<file path="src/sv/dtcq_pkg.sv">
// Shared types and constants of the device type confirmation qualifier.
package dtcq_pkg;

  // Number of controller slots and the index width that they need.
  localparam int SLOTS       = 8;
  localparam int SLOT_IDX_W  = (SLOTS > 1) ? $clog2(SLOTS) : 1;
  localparam int SLOT_FIELD_W = 3;

  // Controller type codes.
  localparam logic [1:0] TYPE_NONE = 2'd0;
  localparam logic [1:0] TYPE_PAD2 = 2'd1;
  localparam logic [1:0] TYPE_PAD6 = 2'd2;

  localparam logic [15:0] COUNT_MAX = 16'hFFFF;

  // Register map, by word index.
  localparam int          ADDR_W       = 4;
  localparam logic [1:0]  REG_UPGRADE  = 2'd0;
  localparam logic [1:0]  REG_DOWNGRADE = 2'd1;
  localparam logic [1:0]  REG_CHANGE   = 2'd2;
  localparam logic [1:0]  REG_TIMEOUT  = 2'd3;

  // Reset values of the registers.
  localparam logic [15:0] UPGRADE_RST   = 16'd3;
  localparam logic [15:0] DOWNGRADE_RST = 16'd3;
  localparam logic [15:0] CHANGE_RST    = 16'd3;
  localparam logic [31:0] TIMEOUT_RST   = 32'd500;

  // Commands from the controller to the datapath.
  typedef struct packed {
    logic capture;
    logic commit;
  } dtcq_cmd_t;

endpackage

</file>
<file path="src/sv/dtcq_ctrl.sv">
// Controller of the qualifier: input and output handshakes and sequencing.
module dtcq_ctrl (
  input  logic                clk,
  input  logic                rst,
  input  logic                in_valid,
  output logic                in_stall,
  output logic                out_valid,
  input  logic                out_stall,
  output dtcq_pkg::dtcq_cmd_t cmd
);
  import dtcq_pkg::*;

  localparam logic ST_IDLE = 1'b0;
  localparam logic ST_EXEC = 1'b1;

  logic state;
  logic state_next;
  logic out_valid_next;
  logic out_free;

  // The output register can take a new result when empty or being drained.
  assign out_free = !out_valid || !out_stall;

  assign in_stall    = (state == ST_EXEC);
  assign cmd.capture = (state == ST_IDLE) && in_valid;
  assign cmd.commit  = (state == ST_EXEC) && out_free;

  // Next state and output valid.
  always_comb begin
    state_next     = state;
    out_valid_next = out_valid && out_stall;
    case (state)
      ST_IDLE: begin
        if (in_valid) begin
          state_next = ST_EXEC;
        end
      end
      ST_EXEC: begin
        if (out_free) begin
          state_next     = ST_IDLE;
          out_valid_next = 1'b1;
        end
      end
      default: begin
        state_next = ST_IDLE;
      end
    endcase
  end

  // Control registers.
  always_ff @(posedge clk) begin
    if (rst) begin
      state     <= ST_IDLE;
      out_valid <= 1'b0;
    end else begin
      state     <= state_next;
      out_valid <= out_valid_next;
    end
  end

endmodule

</file>
<file path="src/sv/dtcq_datapath.sv">
// Datapath of the qualifier: slot state, registers and the update of one slot.
module dtcq_datapath (
  input  logic                                clk,
  input  logic                                rst,
  input  dtcq_pkg::dtcq_cmd_t                 cmd,
  input  logic                                action,
  input  logic [dtcq_pkg::SLOT_FIELD_W-1:0]   slot,
  input  logic [1:0]                          seen_type,
  input  logic                                just_connected,
  input  logic [31:0]                         now_ms,
  input  logic                                psel,
  input  logic                                penable,
  input  logic                                pwrite,
  input  logic [dtcq_pkg::ADDR_W-1:0]         paddr,
  input  logic [31:0]                         pwdata,
  output logic [31:0]                         prdata,
  output logic [1:0]                          held_type,
  output logic [1:0]                          candidate_type,
  output logic [15:0]                         candidate_count,
  output logic                                type_changed,
  output logic                                released
);
  import dtcq_pkg::*;

  // Configuration registers.
  logic [15:0] upgrade_confirm;
  logic [15:0] downgrade_confirm;
  logic [15:0] change_confirm;
  logic [31:0] absent_timeout_ms;
  logic        cfg_write;
  logic [1:0]  reg_idx;

  // Per-slot state.
  logic [1:0]  stable_store [SLOTS];
  logic [1:0]  cand_store   [SLOTS];
  logic [15:0] count_store  [SLOTS];
  logic [31:0] last_store   [SLOTS];
  logic        seen_store   [SLOTS];

  // Captured item.
  logic                    action_r;
  logic [SLOT_FIELD_W-1:0] slot_r;
  logic [1:0]              obs_r;
  logic                    fresh_r;
  logic [31:0]             now_r;

  // Update of the addressed slot.
  logic [SLOT_IDX_W-1:0] idx;
  logic                  in_range;
  logic [1:0]            cur;
  logic [1:0]            cand;
  logic [15:0]           cnt;
  logic [15:0]           need;
  logic [15:0]           cnt_inc;
  logic [31:0]           elapsed;
  logic                  hold;
  logic [1:0]            stable_next;
  logic [1:0]            cand_next;
  logic [15:0]           count_next;
  logic [31:0]           last_next;
  logic                  seen_next;
  logic                  released_next;

  assign cfg_write = psel && penable && pwrite;
  assign reg_idx   = paddr[3:2];

  // Register writes.
  always_ff @(posedge clk) begin
    if (rst) begin
      upgrade_confirm   <= UPGRADE_RST;
      downgrade_confirm <= DOWNGRADE_RST;
      change_confirm    <= CHANGE_RST;
      absent_timeout_ms <= TIMEOUT_RST;
    end else if (cfg_write) begin
      case (reg_idx)
        REG_UPGRADE:   upgrade_confirm   <= pwdata[15:0];
        REG_DOWNGRADE: downgrade_confirm <= pwdata[15:0];
        REG_CHANGE:    change_confirm    <= pwdata[15:0];
        REG_TIMEOUT:   absent_timeout_ms <= pwdata;
        default: begin
        end
      endcase
    end
  end

  // Register reads.
  always_comb begin
    case (reg_idx)
      REG_UPGRADE:   prdata = {16'd0, upgrade_confirm};
      REG_DOWNGRADE: prdata = {16'd0, downgrade_confirm};
      REG_CHANGE:    prdata = {16'd0, change_confirm};
      REG_TIMEOUT:   prdata = absent_timeout_ms;
      default:       prdata = 32'd0;
    endcase
  end

  // Item capture.
  always_ff @(posedge clk) begin
    if (cmd.capture) begin
      action_r <= action;
      slot_r   <= slot;
      obs_r    <= seen_type;
      fresh_r  <= just_connected;
      now_r    <= now_ms;
    end
  end

  // Read of the addressed slot.
  assign in_range = ({1'b0, slot_r} < (SLOT_FIELD_W + 1)'(SLOTS));
  assign idx      = slot_r[SLOT_IDX_W-1:0];
  assign cur      = stable_store[idx];
  assign cand     = cand_store[idx];
  assign cnt      = count_store[idx];
  assign elapsed  = now_r - last_store[idx];
  assign hold     = seen_store[idx] && (elapsed < absent_timeout_ms);
  assign cnt_inc  = (cnt == COUNT_MAX) ? cnt : cnt + 16'd1;

  // Confirmations required for the change at hand.
  always_comb begin
    if (cur == TYPE_PAD2 && obs_r == TYPE_PAD6) begin
      need = upgrade_confirm;
    end else if (cur == TYPE_PAD6 && obs_r == TYPE_PAD2) begin
      need = downgrade_confirm;
    end else begin
      need = change_confirm;
    end
  end

  // New slot entry after an observe or an absent item.
  always_comb begin
    stable_next   = cur;
    cand_next     = cand;
    count_next    = cnt;
    last_next     = last_store[idx];
    seen_next     = seen_store[idx];
    released_next = 1'b0;
    if (!action_r) begin
      last_next = now_r;
      seen_next = 1'b1;
      if (fresh_r || cur == TYPE_NONE || obs_r == cur) begin
        stable_next = obs_r;
        cand_next   = TYPE_NONE;
        count_next  = 16'd0;
      end else begin
        if (cand != obs_r) begin
          cand_next  = obs_r;
          count_next = 16'd1;
        end else begin
          count_next = cnt_inc;
        end
        if (count_next >= need) begin
          stable_next = obs_r;
          cand_next   = TYPE_NONE;
          count_next  = 16'd0;
        end
      end
    end else if (cur != TYPE_NONE && !hold) begin
      stable_next   = TYPE_NONE;
      cand_next     = TYPE_NONE;
      count_next    = 16'd0;
      last_next     = 32'd0;
      seen_next     = 1'b0;
      released_next = 1'b1;
    end
  end

  // Write-back of the slot state; control parts are cleared at reset.
  always_ff @(posedge clk) begin
    if (rst) begin
      for (int i = 0; i < SLOTS; i++) begin
        stable_store[i] <= TYPE_NONE;
        cand_store[i]   <= TYPE_NONE;
        count_store[i]  <= 16'd0;
        seen_store[i]   <= 1'b0;
      end
    end else if (cmd.commit && in_range) begin
      stable_store[idx] <= stable_next;
      cand_store[idx]   <= cand_next;
      count_store[idx]  <= count_next;
      seen_store[idx]   <= seen_next;
    end
  end

  always_ff @(posedge clk) begin
    if (cmd.commit && in_range) begin
      last_store[idx] <= last_next;
    end
  end

  // Output register; an out-of-range slot gives an all-zero result.
  always_ff @(posedge clk) begin
    if (cmd.commit) begin
      if (in_range) begin
        held_type       <= stable_next;
        candidate_type  <= cand_next;
        candidate_count <= count_next;
        type_changed    <= (stable_next != cur);
        released        <= released_next;
      end else begin
        held_type       <= TYPE_NONE;
        candidate_type  <= TYPE_NONE;
        candidate_count <= 16'd0;
        type_changed    <= 1'b0;
        released        <= 1'b0;
      end
    end
  end

endmodule

</file>
<file path="src/sv/device_type_confirm_qualifier.sv">
// Top level of the device type confirmation qualifier.
//
// Items arrive on the input channel (in_valid, in_stall) and each gives
// exactly one result on the output channel (out_valid, out_stall). An item
// is taken when valid is high and stall is low. An observe item records the
// slot's time and confirms or adopts the seen type; an absent item releases
// the slot unless it was seen within the timeout.
// An item is captured in the idle state; the exec state reads, updates and
// writes back its slot entry and loads the output register. The result shows
// on the cycle after the load. No new item is taken during the exec state,
// for the single slot read-modify-write. When the receiver stalls, the
// result holds in the output register; one further item may be taken, then
// it waits until the register is free. Reset clears every slot to type none,
// no candidate and never seen, and loads the registers with 3, 3, 3 and
// 500 ms. The APB port is to write the registers only while the block is
// idle; the block does not enforce it. pready is always high.
module device_type_confirm_qualifier (
  input  logic                              clk,
  input  logic                              rst,
  input  logic                              in_valid,
  output logic                              in_stall,
  input  logic                              action,
  input  logic [dtcq_pkg::SLOT_FIELD_W-1:0] slot,
  input  logic [1:0]                        seen_type,
  input  logic                              just_connected,
  input  logic [31:0]                       now_ms,
  output logic                              out_valid,
  input  logic                              out_stall,
  output logic [1:0]                        held_type,
  output logic [1:0]                        candidate_type,
  output logic [15:0]                       candidate_count,
  output logic                              type_changed,
  output logic                              released,
  input  logic                              psel,
  input  logic                              penable,
  input  logic                              pwrite,
  input  logic [dtcq_pkg::ADDR_W-1:0]       paddr,
  input  logic [31:0]                       pwdata,
  output logic [31:0]                       prdata,
  output logic                              pready
);
  import dtcq_pkg::*;

  dtcq_cmd_t cmd;

  assign pready = 1'b1;

  // Sequencing and handshakes.
  dtcq_ctrl u_ctrl (
    .clk       (clk),
    .rst       (rst),
    .in_valid  (in_valid),
    .in_stall  (in_stall),
    .out_valid (out_valid),
    .out_stall (out_stall),
    .cmd       (cmd)
  );

  // Slot state and registers.
  dtcq_datapath u_datapath (
    .clk             (clk),
    .rst             (rst),
    .cmd             (cmd),
    .action          (action),
    .slot            (slot),
    .seen_type       (seen_type),
    .just_connected  (just_connected),
    .now_ms          (now_ms),
    .psel            (psel),
    .penable         (penable),
    .pwrite          (pwrite),
    .paddr           (paddr),
    .pwdata          (pwdata),
    .prdata          (prdata),
    .held_type       (held_type),
    .candidate_type  (candidate_type),
    .candidate_count (candidate_count),
    .type_changed    (type_changed),
    .released        (released)
  );

  // A released slot reports type none, a change and no candidate.
  assert property (@(posedge clk) disable iff (rst)
    out_valid && released |-> held_type == TYPE_NONE && type_changed &&
      candidate_type == TYPE_NONE && candidate_count == 16'd0)
    else $error("released result is inconsistent");

  // A taken item is worked on alone in the following cycle.
  assert property (@(posedge clk) disable iff (rst)
    in_valid && !in_stall |=> in_stall)
    else $error("input not held off while an item is in work");

  // A result is only loaded while the output register is free.
  assert property (@(posedge clk) disable iff (rst)
    cmd.commit |-> !out_valid || !out_stall)
    else $error("result overwritten while stalled");

  // A commit always follows a capture and ends the work on that item.
  assert property (@(posedge clk) disable iff (rst)
    cmd.commit |=> !in_stall && out_valid)
    else $error("commit did not deliver a result");

endmodule
</file>
<file path="config.mk">
export PLATFORM = sky130hd
export DESIGN_NAME = device_type_confirm_qualifier
export DESIGN_NICKNAME = d
export VERILOG_FILES = /design/src/sv/dtcq_pkg.sv /design/src/sv/dtcq_ctrl.sv /design/src/sv/dtcq_datapath.sv /design/src/sv/device_type_confirm_qualifier.sv
export SDC_FILE = /design/constraint.sdc
export NUM_CORES = 1
export LEC_CHECK = 0
export CAP_MARGIN = 20
export CORE_MARGIN = 2
export CORE_UTILIZATION = 52
export CTS_BUF_LIST = sky130_fd_sc_hd__clkbuf_8 sky130_fd_sc_hd__clkbuf_16
export CTS_CLUSTER_SIZE = 16
export DETAILED_ROUTE_END_ITERATION = 12
export DONT_BUFFER_PORTS = 1
export GPL_TIMING_DRIVEN = 0
export PLACE_DENSITY = 0.76
export SYNTH_ARGS = -nofsm -noshare
export SYNTH_HDL_FRONTEND = slang
export SYNTH_SLANG_ARGS = --single-unit
</file>
<file path="constraint.sdc">
create_clock -name clk -period 6.8 [get_ports clk]
set_input_delay 0.34 -clock clk [delete_from_list [all_inputs] [get_ports clk]]
set_output_delay 0.34 -clock clk [all_outputs]
set_load 0.01 [all_outputs]
</file>
# [After elaboration in Yosys (flattened, before gate mapping)]
# Memories as Yosys holds them, arrays and structs flattened. A register that Yosys moved wholly into a read port is not among the register bits.
# Cells that the tools add are included.
[word_totals] out_inout_bits=57 ramBits=424 input_bits=82 rom_bits=0 memories=5 latchBits=0 word_cells=116 register_bits=143
[classes] muxes=53 reduce_logical=26 order_cmp=2 n_addsub=2 div=0 shift=0 n_eq_ne=11 n_mul=0 bitwise=1
[mem_list] name="u_datapath.last_store" words=8 word_bits=32 read_ports=1 rd_clocked_by_memory_dff=1 wr=1 line="dtcq_datapath.sv:37" text="logic [31:0] last_store [SLOTS];"
[mem_list] name="u_datapath.count_store" words=8 word_bits=16 read_ports=1 rd_clocked_by_memory_dff=1 wr=8 line="dtcq_datapath.sv:36" text="logic [15:0] count_store [SLOTS];"
[mem_list] name="u_datapath.cand_store" words=8 word_bits=2 read_ports=1 rd_clocked_by_memory_dff=1 wr=8 line="dtcq_datapath.sv:35" text="logic [1:0] cand_store [SLOTS];"
[mem_list] name="u_datapath.stable_store" words=8 word_bits=2 read_ports=1 rd_clocked_by_memory_dff=1 wr=8 line="dtcq_datapath.sv:34" text="logic [1:0] stable_store [SLOTS];"
[mem_list] name="u_datapath.seen_store" words=8 word_bits=1 read_ports=1 rd_clocked_by_memory_dff=1 wr=8 line="dtcq_datapath.sv:38" text="logic seen_store [SLOTS];"
[op_table] operator="$mux W16" n=11
[op_table] operator="$pmux W32 S4" n=1
[op_table] operator="$mux W32" n=2
[op_table] operator="$lt A32 B32 Y1" n=1
[op_table] operator="$sub A32 B32 Y32" n=1
[op_table] operator="$mux W3" n=9
[op_table] operator="$mux W2" n=11
[op_table] operator="$mux W1" n=18
[op_table] operator="$add A16 B1 Y16 const B" n=1
[op_table] operator="$eq A16 B16 Y1 const B" n=1
[op_table] operator="$ge A16 B16 Y1" n=1
[op_table] operator="$reduce_or A16 Y1" n=1
[op_table] operator="$logic_and A1 B1 Y1" n=9
[op_table] operator="$eq A2 B2 Y1 const B" n=4
[op_table] operator="$reduce_and A2 Y1" n=4
[op_table] operator="$eq A2 B1 Y1 const B" n=3
[op_table] operator="$logic_not A2 Y1" n=2
[op_table] operator="$ne A2 B2 Y1" n=2
[op_table] operator="$reduce_or A2 Y1" n=2
[op_table] operator="$logic_not A1 Y1" n=3
[op_table] operator="$logic_or A1 B1 Y1" n=3
[op_table] operator="$eq A2 B2 Y1" n=1
[op_table] operator="$pmux W1 S2" n=1
[op_table] operator="$reduce_bool A2 Y1" n=1
[op_table] operator="other kinds (2)" n=2

# [Logic depth before layout (Yosys ltp)]
# Gate-level depths: netlist of the first run.
[depth] depth_word=10 mapped_depth=29 depth_no_buf=23

# [Modules after synthesis]
# Synthesis of the first run repeated with hierarchy kept, for this count alone.
[hier_totals] cells_unflattened=2030 area_unflattened_um2=27271.2
[modules_own_cells] module="dtcq_datapath" area_per_inst_um2=27167.3 instances=1 cells_each=2019
[modules_own_cells] module="dtcq_ctrl" area_per_inst_um2=92.6 instances=1 cells_each=9
[modules_own_cells] module="device_type_confirm_qualifier" area_per_inst_um2=11.3 instances=1 cells_each=2

# [Worst setup path before layout of the first run]
# No wires, ideal clock.
[synth_timing] path_kind="register to register" from="register with a tool-made name" to="memory u_datapath.last_store[0][11] (data pin)" synth_period_minus_slack_ns=7.072 slack_ns=-0.272 path_buffers=6 arrival_time_ns=6.794 stages_incl_launch_ff=24 path_cell_list="dfxtp_1 > buf_4 > buf_4 > buf_1 > buf_2 > mux4_2 > mux2i_1 > ha_1 > a2111oi_0 > a2111oi_0 > nor3b_1 > o21bai_1 > a31o_2 > a21oi_1 > xnor2_1 > ha_1 > a21o_1 > a21o_1 > a211oi_1 > a21oi_1 > or2_2 > clkbuf_1 > clkbuf_1 > o31ai_1"
[synth_rtl] item="end: declaration" line="dtcq_datapath.sv:37"

==> results of run 1 <==
## final cells by class
cell class	instances	share of cell area
Clock inverter	49	0.0112
Sequential cell	570	0.510
Tap cell	680	0.0267
Inverter	68	0.00808
Buffer	108	0.0217
Multi-Input combinational cell	1261	0.335
Timing Repair Buffer	116	0.0407
Clock buffer	60	0.0464
## synth_stat cells, drive strengths merged (13+ instances only)
master and count:
o31ai 38, inv 68, dfxtp 85, nand2b 13, mux2i 61, ha 80
nand3 17, a21oi 150, nor2 234, xnor2 29, a211oi 18, or2 14
clkbuf 80, nand2 259, buf 33, edfxtp 485, nor3 22, o21ai 28
mux4 122, a21o 18, nand4 16
## per-stage QoR
stage | instance area (um2) | setup slack (ps) | setup TNS (ps) | util | cells
finish | 31900 | 110 | 0 | 0.624 | 2912
global route | 31900 | -69.8 | -2740 | 0.624 | 2912
CTS | 31500 | 0.0240 | 0 | 0.617 | 2900
detailed placement | 27900 | -3060 | -1138690 | 0.546 | 2708
global placement | 27600 | -3580 | -1798140 | 0.540 | 2692
floorplan | 26800 | 28.1 | 0 | - | 2012
## path summary, 6_finish.rpt
path                                    startpoint                                to  slack, ps  depth (start not counted)
setup / recovery                         flip-flop      u_datapath.last_store[4][15]        110                         26
hold / removal                                 rst      u_datapath.count_store[0][3]        100                          3
setup reg to reg                         flip-flop      u_datapath.last_store[4][15]        110                         26
hold reg to reg   u_datapath.absent_timeout_ms[23]  u_datapath.absent_timeout_ms[23]        460                          2
## layer usage
| layer | part of all wire | global-route usage | vias up |
|---|---|---|---|
| met4 | 0.042 | 0.117 | 2 |
| met1 | 0.37 | 0.372 | 9173 |
| met5 | 0.00025 | 0 | - |
| met2 | 0.49 | 0.473 | 1223 |
| li1 | - | - | 7895 |
| met3 | 0.095 | 0.0456 | 228 |
## worst reg2reg max path, cell delays in order, from the launching register on
cell and delay [ps]:
dfxtp_2 400, buf_12 180, buf_12 190, buf_12 190, buf_8 210, mux4_2 580
mux2i_4 230, ha_2 280, o211ai_1 120, a21o_1 230, a2111oi_2 470, clkbuf_2 240
nor4_1 70, o21ai_1 260, o21ai_0 160, xnor2_1 160, ha_1 300, a21o_1 190
a21o_1 180, a21oi_2 210, o211ai_1 110, buf_4 180, o221a_4 250, or2_4 350
buf_12 170, clkbuf_16 160, o31ai_4 400
## state kept, by name, summed over array words and instances (netlist names), 2 cells and up, named ones only
register,cells
u_datapath.candidate_type,2
u_datapath.now_r,32
u_datapath.downgrade_confirm,16
u_datapath.cand_store,16
u_datapath.upgrade_confirm,16
u_datapath.last_store,256
u_datapath.idx,3
u_datapath.candidate_count,16
u_datapath.stable_store,16
u_datapath.absent_timeout_ms,32
u_datapath.obs_r,2
u_datapath.change_confirm,16
u_datapath.held_type,2
u_datapath.seen_store,8
u_datapath.count_store,128
## what timing repair did
action                                 in CTS  in global routing
setup endpoints to repair                 446                445
buffers inserted                           14                  9
pin swaps                                  13                 10
cloned                                      1                  0
gates resized for setup                   166                 56
endpoints found under the hold margin     124                  0
hold buffers                               73                  0
## cell families after synthesis
| family | after synthesis |
|---|---|
| adders and majority gates | 81 |
| muxes | 193 |
| xor gates and xnor gates | 37 |
| buffers and inverters | 181 |
| DFF | 570 |
| AOI/OAI and AO/OA | 326 |
| and+or+nand+nor | 623 |
| other | 1 |
## where the power goes
group,switching [mW],internal [mW]
Clock,1.37,1.73
Sequential,0.0528,3.96
Combinational,1.14,0.768
Total,2.56,6.46
==> qor.yml, run 1 <==
outcome:
  outcome: "completed"
worst_setup_path:
  cp_data_required_time_ps: 7190
  critPathLaunchType: "flip-flop"
  crit_path_max_fanout: 10
  crit_arrival_ps: 7080
  crit_type: "flip-flop to flip-flop"
  cpMostUsedCell: "buf_12"
  crit_family: "compound AO/OA/AOI/OAI gates"
  worst_path_max_delay_cell: "mux4_2"
  max_stage_delay_ps: 570
  end_kind: "flip-flop"
  worst-path-buf-inv: 8
drt:
  via_per_inst: 6.36
  drtAntennaViolNets: 0
  drtIter0Drc: 2467
  drt-total-wl_um: 76400
  first_pass_iters: 6
  vias: 18500
  drc: 0
  detail_route.wl_per_cell_um: 26.2
synth:
  synth.distinct_cells: 85
  ys_seq_elements: 570
  ys.flop_type: "edfxtp_1"
  synth_top_family_by_area: "multiplexers"
  synthArstFlopShare: 0
  synth_mux_area_frac: 0.131
  synth_xor_area_frac: 0.0121
  synth_area_leaders: "edfxtp_1 54%, mux4_2 10%, dfxtp_1 6.4%"
  yosysSeqAreaShare: 0.608
  yosysTopAreaCell: "edfxtp_1"
  synth_fa_ha_area_frac: 0.0382
  ys_warn_count: 0
  synth_edf_count: 485
  synth-compound-area-share: 0.0821
  avgSynthCellArea_um2: 13.3
  syn_area_mm2: 0.0268
  syn-num-nets: 2175
  synthSimpleGateAreaFrac: 0.101
  synth_top_area_share: 0.544
  syn_inst: 2012
floorplanning:
  ios: 139
  rows: 83
  fp.coreArea_mm2: 0.0511
  die_x_um: 231
  die_h_um: 231
  die_area_mm2: 0.0533
  initial_core_util: 0.524
hold_path:
  min_path_type: "primary input to flip-flop"
clock_network:
  clock_latency_ps: 630
  cts_root_buffer: "clkbuf_16"
  cts_max_level: 2
  clk_pin_slew_ps: 70
  cts_sinks: 570
  cts_made_buffers: 58
  clock_path_buffers: 3
  cts_tree: "built"
timing:
  timing.final.crit_share: 0.984
  worst_slew_pin_slew_ps: 1070
  layout_min_cycle_time_ps: 6690
  final-setup-viol-count: 0
  slew_violations: 0
  fin_hold_ws_ps: 104
  hold_viol: 0
  clock_skew_ps: 30.2
  max_slew_margin: 0.283
  max_freq_mhz: 149
place:
  place_hpwl_um: 49600
  gp_congestion: 0.979
  port_buffers: 0
finish:
  drive_gt1_frac: 0.197
  final_common_cell: "edfxtp_1"
  n_antenna_cell: 0
  areaGrowthSynthToFinish_pct: 19.2
  final_nets: 2346
  fill_cells: 3663
  final-seq-area_mm2: 0.0163
  final_cell_mix: "485 x edfxtp_1, 258 x nand2_1, 224 x nor2_1, 140 x a21oi_1, 122 x mux4_2"
  multiInputGateArea_mm2: 0.0107
global_routing:
  grt_max_degree: 26
  grt.total_usage: 0.284
  grt_pass1_wl_um: 112000
  gr-total-overflow: 0
  antenna_found_initial: 2
  grt_pass1_vias: 18500
power:
  p_leak_nw: 11.1
  p_per_area_mw_per_mm2: 283
  vdd_drop_max_uv: 202
  total_power_mw: 9.02
flow_run:
  maxCapViolations: 0
No activity file was read; power rests on OpenSTA's default activity.
==> run 2, diff against run 1 <==
Settings changed: PLACE_DENSITY 0.76 to 0.73.
Clock period 6.8 ns to 6.3 ns, I/O delays scaled along.
==> run 2 against run 1 <==
Design area is 1.6% higher. Power is 9.0% higher. Non-clock buffer count is 20 higher. Core utilization is 1.0 points higher. Sequential share of layout area is 0.80 points lower. Routed wire length is 1.5% higher. Global-route usage is 0.41 points higher. Clock skew is 4.7 ps lower. Register-to-register slack better by 40 ps. Count of clock-buffer cells in the layout is 1 higher. Combinational power is 13% higher. Critical path type unchanged. Largest cell class unchanged.
==> qor.yml, run 2 (synthesized netlist as in run 1, its figures left out) <==
power:
  vdd_drop_max_uv: 221
  total_power_mw: 9.84
  p_per_area_mw_per_mm2: 304
  p_leak_nw: 11.3
global_routing:
  grt_pass1_vias: 18500
  grt_max_degree: 31
  grt_pass1_wl_um: 114000
  gr-total-overflow: 0
  antenna_found_initial: 2
  grt.total_usage: 0.288
worst_setup_path:
  worst-path-buf-inv: 6
  end_kind: "flip-flop"
  crit_family: "compound AO/OA/AOI/OAI gates"
  crit_arrival_ps: 6490
  cpMostUsedCell: "buf_12"
  crit_path_max_fanout: 11
  critPathLaunchType: "flip-flop"
  crit_type: "flip-flop to flip-flop"
  max_stage_delay_ps: 530
  worst_path_max_delay_cell: "mux4_2"
  cp_data_required_time_ps: 6640
hold_path:
  min_path_type: "primary input to flip-flop"
drt:
  detail_route.wl_per_cell_um: 26.4
  via_per_inst: 6.33
  drc: 0
  drt-total-wl_um: 77600
  drtAntennaViolNets: 0
  drtIter0Drc: 2000
  vias: 18600
  first_pass_iters: 8
finish:
  largest_reg_flops: 256
  areaGrowthSynthToFinish_pct: 21.1
  largest-register: "u_datapath.last_store"
  finish.utilization: 0.634
  fin_area_mm2: 0.0324
  drive_gt1_frac: 0.215
  top_regs: "u_datapath.last_store: 256 flops, u_datapath.count_store: 128 flops"
  final_nets: 2368
  final_cell_mix: "485 x edfxtp_1, 257 x nand2_1, 225 x nor2_1, 138 x a21oi_1, 122 x mux4_2"
  fill_cells: 3673
  stdcell_count: 2937
  final_common_cell: "edfxtp_1"
place:
  gp_congestion: 0.958
  place_hpwl_um: 50300
  port_buffers: 0
  pre_cts_slack_ps: -2890
  place_area_mm2: 0.0281
  place_inst: 2708
flow_run:
  maxCapViolations: 0
clock_network:
  cts_tree: "built"
  clk_pin_slew_ps: 60
  clock_path_buffers: 3
  clock_latency_ps: 640
  cts_root_buffer: "clkbuf_16"
  cts_sinks: 570
  cts_made_buffers: 59
  cts_max_level: 2
timing:
  worst_slew_pin_slew_ps: 1060
  slew_violations: 0
  timing.final.crit_share: 0.976
  final-setup-viol-count: 0
  layout_min_cycle_time_ps: 6150
  hold_viol: 0
  max_freq_mhz: 163
  max_slew_margin: 0.292
  clock_skew_ps: 25.5
  layout_setup_ws_ps: 154
floorplanning:
  rows: 83
  die_h_um: 231
  die_area_mm2: 0.0533
  fp.coreArea_mm2: 0.0511
  ios: 139
  die_x_um: 231
  initial_core_util: 0.524
outcome:
  outcome: "completed"
run 2: cell count changes in the layout (fill, tap and decap cells not counted), moves of 4 or more:
cell	before	now
buf_4	20	39
inv_1	71	77
buf_12	20	24
mux2i_1	46	39
ha_1	74	70
mux2i_4	9	17
ha_2	1	5
run 2: worst paths after layout:
check | from | endpoint | slack (ps) | cells past startpoint
setup reg to reg | flip-flop | u_datapath.cand_store[0][0] | 150 | 26
hold reg to reg | u_datapath.absent_timeout_ms[22] | u_datapath.absent_timeout_ms[22] | 460 | 2
setup / recovery | flip-flop | u_datapath.cand_store[0][0] | 150 | 26
hold / removal | rst | u_datapath.count_store[0][3] | 70 | 3
run 2: layout make-up:
class / instances / area, um2 / share of cell area
timing repair buffer: 137 / 1500 / 0.0462
inverter: 68 / 263 / 0.00811
clock inverter: 51 / 348 / 0.0107
multi-input combinational: 1262 / 10900 / 0.336
clock buffer: 61 / 1500 / 0.0464
antenna: 1 / 2.50 / 0.0000772
sequential: 570 / 16300 / 0.502
tap: 680 / 851 / 0.0263
buffer: 107 / 767 / 0.0237
run 2: where the power goes:
| part | internal [mW] | switching, mW |
|---|---|---|
| registers | 4.28 | 0.0567 |
| clock network | 1.85 | 1.50 |
| logic | 0.887 | 1.27 |
| total | 7.02 | 2.82 |
run 2: worst register-to-register path: cells and delay by family (launching register included):
kind | cells | cell delay (ps)
xor gates and xnor gates | 1 | 100
AOI/OAI and AO/OA | 10 | 2330
adders and majority gates | 2 | 530
and+or+nand+nor | 5 | 880
muxes | 2 | 730
buffers and inverters | 6 | 910
DFF | 1 | 380
run 2: metal layers:
layer,up-vias,part of all wire,routed length [um],global-route usage
li1,7943,-,-,-
met1,9350,0.37,28900,0.378
met2,1089,0.49,37700,0.474
met3,210,0.10,7880,0.0606
met4,6,0.039,3040,0.105
met5,-,0.00055,43,0
run 2: timing repair:
action / CTS / global route
gates resized for setup: 163 / 63
pin swaps: 22 / 22
hold buffers: 73 / 0
cloned: 2 / 1
setup endpoints to repair: 446 / 445
hold endpoints to repair: 124 / 0
setup buffers: 27 / 16
run 2: per-stage QoR:
stage | hold slack [ps] | setup TNS, ps
final | 68.6 | 0
after floorplan | 414 | -1780
after global placement | 414 | -2305620
after detailed placement | 414 | -1110600
after global routing | 66.2 | -528
after CTS | 43.2 | 0
==> run 3, diff against run 2 <==
Settings changed: CELL_PAD_IN_SITES_DETAIL_PLACEMENT set to 0, CELL_PAD_IN_SITES_GLOBAL_PLACEMENT set to 1, PLACE_DENSITY 0.73 to 0.84.
==> run 3 against run 2 <==
Fmax rose by 0.20%. Clock power rose by 4%. Worst setup slack improved by 12 ps. Critical path depth rose by 1. Combinational power fell by 3%. Via count fell by 1.7%. Flip-flop and latch count did not move. Core utilization fell by 0.18 points. Count of clock-buffer cells in the layout rose by 4. Largest power group unchanged.
==> qor.yml, run 3 (synthesized netlist as in run 1, its figures left out) <==
outcome:
  outcome: "completed"
drt:
  wl_met1_um: 30700
  wl_met2_um: 35500
  drtAntennaViolNets: 0
  top_layer: "met5"
  detail_route.wl_per_cell_um: 25.5
  drt-total-wl_um: 74700
  first_pass_iters: 6
  met3WireLength_um: 6650
  vias: 18300
  drtIter0Drc: 2107
  via_per_inst: 6.26
  drc: 0
worst_setup_path:
  critPathLaunchType: "flip-flop"
  cpMostUsedCell: "buf_12"
  crit_type: "flip-flop to flip-flop"
  crit_arrival_ps: 6510
  cp_data_required_time_ps: 6670
  max_stage_delay_ps: 440
  end_kind: "flip-flop"
  worst_path_max_delay_cell: "or3_4"
  r2r_end: "u_datapath.last_store[1][27]"
  rrSetupSlack_ps: 170
  crit_path_max_fanout: 10
  worst_r2r_path_depth: 27
timing:
  timing.final.crit_share: 0.974
  hold_viol: 0
  slew_violations: 0
  max_freq_mhz: 163
  final-setup-viol-count: 0
  max_slew_margin: 0.243
  tns_ps: 0
  layout_setup_ws_ps: 166
  worst_slew_pin_slew_ps: 1130
  clock_skew_ps: 44.6
  layout_min_cycle_time_ps: 6130
floorplanning:
  ios: 139
  rows: 83
  die_h_um: 231
  fp.coreArea_mm2: 0.0511
  initial_core_util: 0.524
  die_x_um: 231
  die_area_mm2: 0.0533
clock_network:
  cts_max_level: 2
  clock_path_buffers: 3
  cts_made_buffers: 59
  clk_pin_slew_ps: 60
  cts_root_buffer: "clkbuf_16"
  clock_latency_ps: 650
  cts_sinks: 570
  cts_tree: "built"
finish:
  drive_gt1_frac: 0.204
  largest-register: "u_datapath.last_store"
  top_regs: "u_datapath.last_store: 256 flops, u_datapath.count_store: 128 flops"
  final_cell_mix: "485 x edfxtp_1, 258 x nand2_1, 225 x nor2_1, 140 x a21oi_1, 122 x mux4_2"
  final_common_cell: "edfxtp_1"
  largest_reg_flops: 256
  areaGrowthSynthToFinish_pct: 20.7
  n_antenna_cell: 0
  final_nets: 2356
hold_path:
  hold_depth: 3
  hp-start: "rst"
  min_path_type: "primary input to flip-flop"
  min_to: "u_datapath.count_store[2][3]"
power:
  clockPowerShare: 0.353
  p_int_mw: 7.11
  power_frac_seq: 0.438
  combinationalPowerShare: 0.210
  p_sw_mw: 2.78
  p_leak_nw: 11.3
  total_power_mw: 9.90
  p_per_area_mw_per_mm2: 306
  sw_frac_of_total: 0.281
  vdd_drop_max_uv: 267
place:
  pre_cts_slack_ps: -2940
  port_buffers: 0
  place_hpwl_um: 49800
  gp_congestion: 0.867
global_routing:
  grt.total_usage: 0.278
  antenna_found_initial: 2
  grt_pass1_wl_um: 110000
  grt_max_degree: 25
  grt_pass1_vias: 18000
  gr-total-overflow: 0
flow_run:
  maxCapViolations: 0
[run 3: cell types whose count changed in the layout (fill, tap and decap cells not counted), sizes merged]
| cell | change |
|---|---|
| a2bb2oi | -1 |
| bufinv | +2 |
| buf | -9 |
| inv | +7 |
| diode | -1 |
| clkbuf | +2 |
| clkinv | -15 |
[run 3: repair_timing]
action | 4_1_cts | 5_1_grt
pin swaps | 21 | 16
gates cloned | 0 | 1
hold buffers | 73 | 0
hold endpoints to repair | 128 | 0
gates resized for setup | 163 | 53
setup buffers | 16 | 14
setup endpoints to repair | 446 | 444
[run 3: worst max path at each step]
| stage | start | to | slack [ps] | cells past startpoint |
|---|---|---|---|---|
| 2_1_floorplan | flip-flop | u_datapath.last_store[0][15] | -30 | 26 |
| 3_3_place_gp | u_ctrl.in_stall | u_datapath.count_store[1][9] | -4930 | 4 |
| 3_5_place_dp | flip-flop | u_datapath.last_store[4][21] | -2940 | 24 |
| 4_1_cts | flip-flop | u_datapath.count_store[7][8] | 5 | 25 |
| 5_1_grt | flip-flop | u_datapath.count_store[2][10] | -20 | 31 |
| 6_report | flip-flop | u_datapath.last_store[1][27] | 170 | 27 |
[run 3: per-stage QoR]
step                      hold WS, ps  cells  instance area, um2  utilization
after CTS                        37.6   2904               31900        0.624
final                            81.9   2922               32300        0.632
after floorplan                   414   2012               27000            -
after global placement            414   2692               27800        0.545
after detailed placement          414   2708               28200        0.552
after global routing             65.6   2922               32300        0.632
[run 3: area by class of cell]
| type | instances | area, um2 |
|---|---|---|
| plain buffers | 110 | 808 |
| well taps | 680 | 851 |
| multi-input cells | 1261 | 10800 |
| clock inverters | 45 | 385 |
| inverters | 68 | 260 |
| clock buffers | 65 | 1570 |
| flip-flops and latches | 570 | 16300 |
| fillers | 3702 | 18800 |
| repair buffers | 123 | 1400 |
[run 3: worst max-delay path, delay by kind of cell (launching register included)]
kind / cells / cell delay, ps
simple gates: 4 / 980
fa+ha+maj: 2 / 540
compound gates: 10 / 2060
mux: 2 / 540
flops: 1 / 330
xor+xnor: 1 / 120
buf+inv: 8 / 1260
[run 3: power by group through the flow]
| stage | Clock, mW | Combinational [mW] | Sequential (mW) |
|---|---|---|---|
| after global routing | 3.65 | 2.22 | 4.34 |
| after detailed placement | 0 | 1.67 | 4.41 |
| after floorplan | 0 | 1.20 | 4.39 |
| after CTS | 3.51 | 1.95 | 4.33 |
| after global placement | 0 | 1.61 | 4.41 |
| final | 3.49 | 2.08 | 4.33 |
[run 3: per-layer routing]
layer / vias up / GRT usage
met2: 924 / 0.447
met1: 9286 / 0.389
met3: 141 / 0.0506
met5: - / 0
met4: 2 / 0.0790
li1: 7932 / -
